<file path="config.mk">
export PLATFORM = sky130hd
export DESIGN_NAME = write_fragment_coalescer_core
export DESIGN_NICKNAME = d
export VERILOG_FILES = /design/src/wfc_pkg.sv /design/src/wfc_ctrl.sv /design/src/wfc_datapath.sv /design/src/write_fragment_coalescer_core.sv
export VERILOG_INCLUDE_DIRS = /design/src /design/src/src
export SDC_FILE = /design/constraint.sdc
export NUM_CORES = 2
export LEC_CHECK = 0
export ABC_AREA = 1
export BUFFER_PORTS_ARGS = -buffer_cell sky130_fd_sc_hd__buf_4
export CELL_PAD_IN_SITES_DETAIL_PLACEMENT = 1
export CELL_PAD_IN_SITES_GLOBAL_PLACEMENT = 2
export CORE_MARGIN = 2
export CORE_UTILIZATION = 40
export CTS_CLUSTER_SIZE = 20
export DETAILED_ROUTE_END_ITERATION = 7
export PLACE_DENSITY = 0.87
export SYNTH_ARGS = -nofsm -noshare
export SYNTH_HDL_FRONTEND = slang
export SYNTH_HIERARCHICAL = 1
export SYNTH_SLANG_ARGS = --single-unit
</file>
<file path="constraint.sdc">
create_clock -name clk -period 9.3 [get_ports clk]
set_clock_uncertainty 0.15 [all_clocks]
set_input_delay 0.465 -clock clk [delete_from_list [all_inputs] [get_ports clk]]
set_output_delay 0.465 -clock clk [all_outputs]
set_load 0.01 [all_outputs]
</file>
<file path="src/write_fragment_coalescer_core_assert.svh">
// Assertion helpers for the coalescer; clk and rst come from the using module.
`ifndef WRITE_FRAGMENT_COALESCER_CORE_ASSERT_SVH
`define WRITE_FRAGMENT_COALESCER_CORE_ASSERT_SVH

// same-cycle implication
`define WFC_ASSERT_IMP(lbl, ante, cons) \
  lbl: assert property (@(posedge clk) disable iff (rst) (ante) |-> (cons)) \
    else $error("wfc check failed");

// next-cycle implication
`define WFC_ASSERT_NXT(lbl, ante, cons) \
  lbl: assert property (@(posedge clk) disable iff (rst) (ante) |=> (cons)) \
    else $error("wfc sequencing check failed");

`endif

</file>
<file path="src/wfc_pkg.sv">
package wfc_pkg;

  localparam int DEPTH_DEFAULT = 16;
  localparam int CNT_W = 5;
  localparam logic [4:0] THRESH_RESET = 5'd8;

  localparam logic [1:0] FUNC_INSERT = 2'd0;
  localparam logic [1:0] FUNC_REMOVE = 2'd1;
  localparam logic [1:0] FUNC_FLUSH  = 2'd2;

  localparam logic [1:0] KIND_ACK  = 2'd0;
  localparam logic [1:0] KIND_RUN  = 2'd1;
  localparam logic [1:0] KIND_DONE = 2'd2;

  typedef struct packed {
    logic [1:0]  func;
    logic [31:0] frag_offset;
    logic [31:0] frag_size;
  } in_item_t;

  typedef struct packed {
    logic [1:0]  kind;
    logic        status;
    logic [31:0] run_offset;
    logic [31:0] run_length;
    logic [4:0]  run_count;
    logic        last;
  } out_item_t;

  typedef enum logic [3:0] {
    ST_IDLE,
    ST_DISPATCH,
    ST_INS_CHK,
    ST_RM_SCAN,
    ST_RM_SHIFT,
    ST_FL_INIT,
    ST_FL_PICK,
    ST_FL_MERGE,
    ST_FL_TAIL,
    ST_FL_DONE,
    ST_ACK
  } state_t;

  typedef struct packed {
    logic       latch;
    logic       ins_write;
    logic       cnt_dec;
    logic       cnt_clr;
    logic       set_miss;
    logic       idx_top;
    logic       idx_dec;
    logic       rm_shift;
    logic       pick_clear;
    logic       pick_init;
    logic       pick_step;
    logic       merge;
    logic       emit;
    logic [1:0] emit_kind;
    logic       emit_last;
  } cmd_t;

  typedef struct packed {
    logic [1:0] func;
    logic       cnt_zero;
    logic       idx_zero;
    logic       match;
    logic       reach_thr;
    logic       shift_more;
    logic       run_emit;
    logic       run_pending;
    logic       last_pick;
    logic       out_free;
  } status_t;

endpackage

</file>
<file path="src/wfc_ctrl.sv">
module wfc_ctrl (
  input  logic             clk,
  input  logic             rst,
  input  logic             in_valid,
  output logic             in_stall,
  input  wfc_pkg::status_t stat,
  output wfc_pkg::cmd_t    cmd
);

  wfc_pkg::state_t state, state_next;

  always_ff @(posedge clk) begin
    if (rst) begin
      state <= wfc_pkg::ST_IDLE;
    end else begin
      state <= state_next;
    end
  end

  assign in_stall = (state != wfc_pkg::ST_IDLE);

  always_comb begin
    state_next = state;
    case (state)
      wfc_pkg::ST_IDLE: if (in_valid) state_next = wfc_pkg::ST_DISPATCH;
      wfc_pkg::ST_DISPATCH: begin
        case (stat.func)
          wfc_pkg::FUNC_INSERT: state_next = wfc_pkg::ST_INS_CHK;
          wfc_pkg::FUNC_REMOVE:
            state_next = stat.cnt_zero ? wfc_pkg::ST_ACK : wfc_pkg::ST_RM_SCAN;
          wfc_pkg::FUNC_FLUSH: state_next = wfc_pkg::ST_FL_INIT;
          default: state_next = wfc_pkg::ST_ACK;
        endcase
      end
      wfc_pkg::ST_INS_CHK:
        state_next = stat.reach_thr ? wfc_pkg::ST_FL_INIT : wfc_pkg::ST_ACK;
      wfc_pkg::ST_RM_SCAN: begin
        if (stat.match) state_next = wfc_pkg::ST_RM_SHIFT;
        else if (stat.idx_zero) state_next = wfc_pkg::ST_ACK;
      end
      wfc_pkg::ST_RM_SHIFT: if (!stat.shift_more) state_next = wfc_pkg::ST_ACK;
      wfc_pkg::ST_FL_INIT:
        state_next = stat.cnt_zero ? wfc_pkg::ST_FL_DONE : wfc_pkg::ST_FL_PICK;
      wfc_pkg::ST_FL_PICK: if (stat.idx_zero) state_next = wfc_pkg::ST_FL_MERGE;
      wfc_pkg::ST_FL_MERGE: begin
        if (!stat.run_emit || stat.out_free) begin
          state_next = stat.last_pick ? wfc_pkg::ST_FL_TAIL : wfc_pkg::ST_FL_PICK;
        end
      end
      wfc_pkg::ST_FL_TAIL: begin
        if (!stat.run_pending || stat.out_free) state_next = wfc_pkg::ST_FL_DONE;
      end
      wfc_pkg::ST_FL_DONE: if (stat.out_free) state_next = wfc_pkg::ST_IDLE;
      wfc_pkg::ST_ACK: if (stat.out_free) state_next = wfc_pkg::ST_IDLE;
      default: state_next = wfc_pkg::ST_IDLE;
    endcase
  end

  always_comb begin
    cmd = '0;
    case (state)
      wfc_pkg::ST_IDLE: cmd.latch = in_valid;
      wfc_pkg::ST_DISPATCH: begin
        cmd.ins_write = (stat.func == wfc_pkg::FUNC_INSERT);
        cmd.idx_top   = (stat.func == wfc_pkg::FUNC_REMOVE);
        cmd.set_miss  = (stat.func == wfc_pkg::FUNC_REMOVE) && stat.cnt_zero;
      end
      wfc_pkg::ST_RM_SCAN: begin
        cmd.idx_dec  = !stat.match && !stat.idx_zero;
        cmd.set_miss = !stat.match && stat.idx_zero;
      end
      wfc_pkg::ST_RM_SHIFT: begin
        cmd.rm_shift = stat.shift_more;
        cmd.cnt_dec  = !stat.shift_more;
      end
      wfc_pkg::ST_FL_INIT: begin
        cmd.pick_clear = 1'b1;
        cmd.pick_init  = 1'b1;
      end
      wfc_pkg::ST_FL_PICK: begin
        cmd.pick_step = 1'b1;
        cmd.idx_dec   = !stat.idx_zero;
      end
      wfc_pkg::ST_FL_MERGE: begin
        if (!stat.run_emit || stat.out_free) begin
          cmd.merge     = 1'b1;
          cmd.pick_init = !stat.last_pick;
          cmd.emit      = stat.run_emit;
          cmd.emit_kind = wfc_pkg::KIND_RUN;
        end
      end
      wfc_pkg::ST_FL_TAIL: begin
        cmd.emit      = stat.run_pending && stat.out_free;
        cmd.emit_kind = wfc_pkg::KIND_RUN;
      end
      wfc_pkg::ST_FL_DONE: begin
        cmd.emit      = stat.out_free;
        cmd.cnt_clr   = stat.out_free;
        cmd.emit_kind = wfc_pkg::KIND_DONE;
        cmd.emit_last = 1'b1;
      end
      wfc_pkg::ST_ACK: begin
        cmd.emit      = stat.out_free;
        cmd.emit_kind = wfc_pkg::KIND_ACK;
        cmd.emit_last = 1'b1;
      end
      default: cmd = '0;
    endcase
  end

endmodule

</file>
<file path="src/wfc_datapath.sv">
module wfc_datapath #(
  parameter int DEPTH = wfc_pkg::DEPTH_DEFAULT
) (
  input  logic               clk,
  input  logic               rst,
  input  logic               cfg_we,
  input  logic [4:0]         cfg_wdata,
  input  wfc_pkg::in_item_t  in_item,
  input  logic               out_stall,
  output logic               out_valid,
  output wfc_pkg::out_item_t out_item,
  input  wfc_pkg::cmd_t      cmd,
  output wfc_pkg::status_t   stat
);

  localparam int HoldMax = (DEPTH < 16) ? DEPTH : 16;
  localparam int IdxW = $clog2(HoldMax);
  localparam int CW = wfc_pkg::CNT_W;
  localparam logic [CW-1:0] HoldMaxC = CW'(HoldMax);

  logic [4:0]          threshold;
  wfc_pkg::in_item_t   cur;
  logic [CW-1:0]       count;
  logic                miss;
  logic [IdxW-1:0]     idx;
  logic [31:0]         offs  [HoldMax];
  logic [31:0]         sizes [HoldMax];
  logic [HoldMax-1:0]  consumed;
  logic [CW-1:0]       npick;
  logic                cand_valid;
  logic [IdxW-1:0]     cand_idx;
  logic [31:0]         cand_off;
  logic [31:0]         cand_size;
  logic [31:0]         left;
  logic [31:0]         right;
  logic [CW-1:0]       run_cnt;

  logic [CW-1:0]   thr_lo, eff_thr;
  logic [IdxW-1:0] idx1;
  logic [31:0]     rd_off, rd_size;
  logic            better, chain, out_free;

  assign thr_lo   = (threshold == '0) ? CW'(1) : threshold;
  assign eff_thr  = (thr_lo > HoldMaxC) ? HoldMaxC : thr_lo;
  assign idx1     = idx + IdxW'(1);
  assign rd_off   = offs[idx];
  assign rd_size  = sizes[idx];
  assign better   = !consumed[idx] && (!cand_valid || rd_off < cand_off);
  assign chain    = (run_cnt != '0) && (right == cand_off);
  assign out_free = !out_valid || !out_stall;

  always_comb begin
    stat.func        = cur.func;
    stat.cnt_zero    = (count == '0);
    stat.idx_zero    = (idx == '0);
    stat.match       = (rd_off == cur.frag_offset);
    stat.reach_thr   = (count >= eff_thr);
    stat.shift_more  = ((CW'(idx) + CW'(1)) < count);
    stat.run_emit    = !chain && (run_cnt > CW'(1));
    stat.run_pending = (run_cnt > CW'(1));
    stat.last_pick   = ((npick + CW'(1)) == count);
    stat.out_free    = out_free;
  end

  // control state
  always_ff @(posedge clk) begin
    if (rst) begin
      threshold  <= wfc_pkg::THRESH_RESET;
      count      <= '0;
      cand_valid <= 1'b0;
      out_valid  <= 1'b0;
    end else begin
      if (cfg_we) threshold <= cfg_wdata;
      if (cmd.ins_write && count < HoldMaxC) count <= count + CW'(1);
      else if (cmd.cnt_dec) count <= count - CW'(1);
      else if (cmd.cnt_clr) count <= '0;
      if (cmd.pick_init) cand_valid <= 1'b0;
      else if (cmd.pick_step && better) cand_valid <= 1'b1;
      if (cmd.emit) out_valid <= 1'b1;
      else if (!out_stall) out_valid <= 1'b0;
    end
  end

  // payload
  always_ff @(posedge clk) begin
    if (cmd.latch) begin
      cur  <= in_item;
      miss <= 1'b0;
    end
    if (cmd.set_miss) miss <= 1'b1;
    if (cmd.ins_write && count < HoldMaxC) begin
      offs[count[IdxW-1:0]]  <= cur.frag_offset;
      sizes[count[IdxW-1:0]] <= cur.frag_size;
    end
    if (cmd.idx_top || cmd.pick_init) idx <= IdxW'(count - CW'(1));
    else if (cmd.idx_dec) idx <= idx - IdxW'(1);
    else if (cmd.rm_shift) idx <= idx1;
    if (cmd.rm_shift) begin
      offs[idx]  <= offs[idx1];
      sizes[idx] <= sizes[idx1];
    end
    if (cmd.pick_clear) begin
      consumed <= '0;
      npick    <= '0;
      run_cnt  <= '0;
    end
    if (cmd.pick_step && better) begin
      cand_idx  <= idx;
      cand_off  <= rd_off;
      cand_size <= rd_size;
    end
    if (cmd.merge) begin
      consumed[cand_idx] <= 1'b1;
      npick <= npick + CW'(1);
      if (chain) begin
        right   <= right + cand_size;
        run_cnt <= run_cnt + CW'(1);
      end else begin
        left    <= cand_off;
        right   <= cand_off + cand_size;
        run_cnt <= CW'(1);
      end
    end
    if (cmd.emit) begin
      out_item.kind <= cmd.emit_kind;
      out_item.last <= cmd.emit_last;
      case (cmd.emit_kind)
        wfc_pkg::KIND_RUN: begin
          out_item.status     <= 1'b0;
          out_item.run_offset <= left;
          out_item.run_length <= right - left;
          out_item.run_count  <= run_cnt;
        end
        wfc_pkg::KIND_DONE: begin
          out_item.status     <= 1'b0;
          out_item.run_offset <= '0;
          out_item.run_length <= '0;
          out_item.run_count  <= count;
        end
        default: begin
          out_item.status     <= miss;
          out_item.run_offset <= '0;
          out_item.run_length <= '0;
          out_item.run_count  <= count;
        end
      endcase
    end
  end

endmodule

</file>
<file path="src/write_fragment_coalescer_core.sv">
// Flush: selection sort over held entries up to the done result, also when an insert
// triggers it (each pick scans every held entry once through one read port).
// Output stalls delay the results.
// Throughput: one item at a time; next item taken after its last result loads.
// Reset (rst, synchronous, high): count 0, threshold 8, output empty.
`include "write_fragment_coalescer_core_assert.svh"

module write_fragment_coalescer_core #(
  parameter int DEPTH = wfc_pkg::DEPTH_DEFAULT
) (
  input  logic               clk,
  input  logic               rst,
  input  logic               cfg_we,
  input  logic [4:0]         cfg_wdata,
  input  logic               in_valid,
  output logic               in_stall,
  input  wfc_pkg::in_item_t  in_item,
  output logic               out_valid,
  input  logic               out_stall,
  output wfc_pkg::out_item_t out_item
);

  localparam int HoldMax = (DEPTH < 16) ? DEPTH : 16;

  wfc_pkg::cmd_t    cmd;
  wfc_pkg::status_t stat;

  // sequencer: dispatch, remove scan/shift, flush pick/merge, result emit
  wfc_ctrl u_ctrl (
    .clk      (clk),
    .rst      (rst),
    .in_valid (in_valid),
    .in_stall (in_stall),
    .stat     (stat),
    .cmd      (cmd)
  );

  // fragment store, run tracker and output register
  wfc_datapath #(.DEPTH(DEPTH)) u_dp (
    .clk       (clk),
    .rst       (rst),
    .cfg_we    (cfg_we),
    .cfg_wdata (cfg_wdata),
    .in_item   (in_item),
    .out_stall (out_stall),
    .out_valid (out_valid),
    .out_item  (out_item),
    .cmd       (cmd),
    .stat      (stat)
  );

  `WFC_ASSERT_IMP(a_count_bound, out_valid, out_item.run_count <= 5'(HoldMax))
  `WFC_ASSERT_IMP(a_ack_last, out_valid && out_item.kind == wfc_pkg::KIND_ACK,
                  out_item.last)
  `WFC_ASSERT_IMP(a_run_shape, out_valid && out_item.kind == wfc_pkg::KIND_RUN,
                  out_item.run_count >= 5'd2 && !out_item.last)
  `WFC_ASSERT_NXT(a_busy_after_accept, in_valid && !in_stall, in_stall)

endmodule

</file>
==> summary.txt <==
Yosys
  • Flops & latches, synth: about 1300
  • Asr flop ratio synth: 0
  • Yosys warns: 6
  • Synthesized area per cell: 8.57 sq um
  • Synth Area in Simple Gates: 0.135
  • EDFF count, synth: 1309
  • Mux cell area share after synthesis: 0
  • Synthesized instance count: between 8000 and 9000
  • Post-Synth XOR/XNOR Area: 0.0106
  • Ys flop type: edfxtp_1
  • Post-synth cell types: between 50 and 60
  • Main combinational cell family by area after synthesis: compound AO/OA/AOI/OAI gates
  • Compound-Gate Fraction of Synth Area: 0.233
  • Register area share after synthesis: 0.521
  • Syn nets: just over 9000
  • Cell Area, Synth: 0.0769 sq mm
  • Adder-Cell Fraction of Synth Area: 0.0197

Clock tree
  • CTS Buf Count: between 150 and 200
  • Skew-Pair Late Insertion Delay: about 810 ps
  • Clock sink count: about 1300
  • CTS clock-pin slew for the worst setup and hold paths: 60 ps
  • Clock Tree Buf Depth: 3
  • Setup bufs post-CTS: 0
  • Root Driver: clkbuf_16
  • CTS tree: yes
  • Htree depth: 4
  • CTS resizes: 0

Setup path
  • End of the worst register-to-register path: u_dp/sizes[0][7]
  • Critical Path RT: about 9700 ps
  • CP Class: flop to flop
  • R2r setup slk: 2530 ps
  • Arr. time, crit path: about 7100 ps
  • R2R Path Start: u_dp/idx[0]
  • Crit end category: flop
  • Crit Path Max Fanout: 75
  • Startpoint types: flop
  • Critical path launch point: u_dp/idx[0]
  • R2R depth: 14

Placement
  • Detailed Place HPWL: about 170000 um
  • Gpl congestion: just over 0.9
  • Port Buffers: 150

STA
  • Final TNS setup: 0 ps
  • Unrepaired setup endpoints after global routing: no
  • Hold Vio Cnt, Final: 0
  • Final Cycle Share: 0.728
  • Slew Limit Headroom: 0.121
  • Pins over their slew limit: 0
  • Final Setup Violations: 0
  • Worst-Margin Slew: 1320 ps
  • Fin crit period: between 6000 and 7000 ps
  • Max frequency: 148 MHz
  • Hold_ws: ~56 ps

Pwr
  • Clock group share of total power: 0.207
  • Int Pwr: between 10 and 15 mW
  • Seq pwr share: 0.262
  • Gate power share: 0.530
  • Switching part of the total: 0.507
  • Pwr dens: around 360 mW/mm^2
  • Peak supply drop: 0.478 mV
  • Net switching power: roughly 15 mW
  • P_leak: between 20 and 30 nW

Die
  • Die extent in x: between 400 and 500 um
  • Core area: about 0.19 sq mm
  • Die height: ~440 um
  • Starting Density: 0.403
  • Ports: ~150
  • Row count: 160
  • Die area: 0.196 sq mm

Hold path
  • Worst Hold Depth: 5
  • Hold Path Class: input port to flop
  • Hold EP: u_ctrl/state[3]
  • HP Start: out_stall

Global route
  • First-pass GRT wire length: between 400000 and 500000 um
  • Total GRT Usage: 0.298
  • Gr ovfl total: 0
  • Number of global-route vias before repair: around 70000
  • Initial antenna violation count: 12
  • Largest net degree at the start of global routing: between 200 and 300

Drt
  • WL/cell: roughly 27 um
  • Remaining DRCs: 0
  • Post-Route WL: between 300000 and 400000 um
  • Vias: around 69000
  • TritonRoute pass-1 iters: 5
  • Starting DRC count in detailed routing: around 7300
  • Via density per instance: 6.11
  • Routed Antenna Nets: 0

Outcome
  • Status: complete, no violations

Run
  • Max Cap Viol: 0

Final layout
  • Fillers: about 22000
  • Commonest non-fill, non-tap cell in the layout: o21ai_0
  • Share of layout cells above drive strength 1: 0.0684
  • Area delta synth->final: 10.6%
  • Nets: 8872
  • Most frequent cells in the layout: o21ai_0, nand2_1, edfxtp_1
[worst max path at each step]
stage | end | slack (ps)
2_1_floorplan | u_dp/offs[15][0] | 1040
3_3_place_gp | u_dp/offs[0][11] | 2810
3_5_place_dp | u_dp/sizes[0][7] | 2620
4_1_cts | u_dp/sizes[0][7] | 2600
5_1_grt | u_dp/sizes[0][7] | 2310
6_report | u_dp/sizes[0][7] | 2530
[power groups by stage]
stage / Sequential [mW] / Clock, mW / Combinational (mW)
floorplan: 7.87 / 0 / 10.5
global placement: 8.02 / 0 / 15.0
detailed placement: 8.04 / 0 / 15.6
CTS: 7.92 / 6.35 / 15.6
global route: 7.95 / 6.55 / 17.2
finish: 7.92 / 6.26 / 16.0
[stage by stage]
step | worst slack [ps] | total power [mW] | cells | area, sq um | util
final | 2530 | 30.2 | 11300 | 85000 | 0.446
after CTS | 2600 | 29.9 | 11300 | 85000 | 0.446
after detailed placement | 2620 | 23.6 | 10900 | 79100 | 0.415
after global routing | 2310 | 31.7 | 11300 | 85000 | 0.446
after floorplan | 1040 | 18.3 | 8975 | 76900 | -
after global placement | 2810 | 23.0 | 10900 | 79100 | 0.415
[cell type report]
class / instances / area, sq um / share of cell area
antenna: 2 / 5.00 / 0.0000589
clock inverter: 89 / 883 / 0.0104
tap: 2511 / 3140 / 0.0370
inverter: 658 / 2520 / 0.0296
multi-input combinational: 6158 / 31000 / 0.365
sequential: 1346 / 40100 / 0.471
timing repair buffer: 355 / 3160 / 0.0372
clock buffer: 198 / 4220 / 0.0496
[flip-flops by register name (all words and copies together), names as in the netlist, 5 cells and up, named ones only]
register	cells
u_dp/offs	512
u_dp/sizes	512
u_dp/out_item	73
u_dp/cur	64
u_dp/cand_off	32
u_dp/cand_size	32
u_dp/left	32
u_dp/right	32
u_dp/consumed	16
u_dp/count	5
u_dp/npick	5
u_dp/run_cnt	5
u_dp/threshold	5
[what timing repair did]
item                       4_1_cts  5_1_grt
hold buffers                    83        0
hold endpoints to repair        79        0
setup endpoints to repair        0        0
[critical path: stages (launching register included)]
cell       delay, ps
edfxtp_1         710
ha_1             400
xnor2_4          130
inv_6            570
ha_1             400
a21oi_1          150
nor2_1            60
a2111oi_0        650
nand3_1          330
inv_1            270
nand2_1          430
nor2_4           250
buf_4            700
buf_4            910
o21ai_0          230
[cells in the mapped netlist (2+ instances only)]
cell | count | area [sq um]
buf_1 | 75 | 282
o21a_1 | 7 | 52.6
clkbuf_1 | 428 | 1610
nor2_2 | 4 | 25.0
nand2_1 | 1596 | 5990
nor2_1 | 657 | 2470
nand3_1 | 233 | 1170
a21o_1 | 4 | 30.0
o21ai_0 | 1984 | 9930
nor4_1 | 7 | 43.8
dfxtp_1 | 37 | 741
xnor2_1 | 24 | 210
o211ai_1 | 231 | 1730
buf_6 | 25 | 282
inv_2 | 7 | 26.3
xor2_1 | 66 | 578
or2_2 | 8 | 50.1
clkinv_1 | 3 | 11.3
a21oi_1 | 601 | 3010
nand2_2 | 22 | 138
nand4_1 | 56 | 350
inv_4 | 2 | 12.5
o21bai_1 | 7 | 52.6
inv_1 | 646 | 2420
o21ai_1 | 308 | 1540
o221a_2 | 2 | 22.5
buf_2 | 235 | 1180
o22ai_1 | 70 | 438
a221oi_1 | 3 | 26.3
a21boi_1 | 2 | 15.0
a211oi_1 | 5 | 37.5
nand3b_1 | 3 | 22.5
o31ai_1 | 5 | 37.5
nor3_1 | 14 | 70.1
o211ai_2 | 3 | 37.5
ha_1 | 118 | 1480
edfxtp_1 | 1309 | 39300
fa_1 | 2 | 40.0
buf_4 | 48 | 360
o221ai_1 | 90 | 788
a31oi_1 | 11 | 68.8
[metal layers]
| layer | GRT usage | vias to the layer above | wire length, um |
|---|---|---|---|
| li1 | - | 30800 | - |
| met1 | 0.390 | 34600 | 124000 |
| met2 | 0.488 | 3019 | 140000 |
| met3 | 0.0439 | 719 | 24100 |
| met4 | 0.136 | 4 | 14700 |
| met5 | 0 | - | 23 |
[cells by family (layout without fill, tap and decap cells)]
family                     count (synthesis)  in the layout
AOI/OAI and AO/OA                       3342           3342
xor gates and xnor gates                  91             91
adders and majority gates                120            120
buffers and inverters                   1471           1300
DFF                                     1346           1346
other                                      0              2
and+or+nand+nor                         2605           2605
Note: power is estimated with default switching activity, not from simulation.
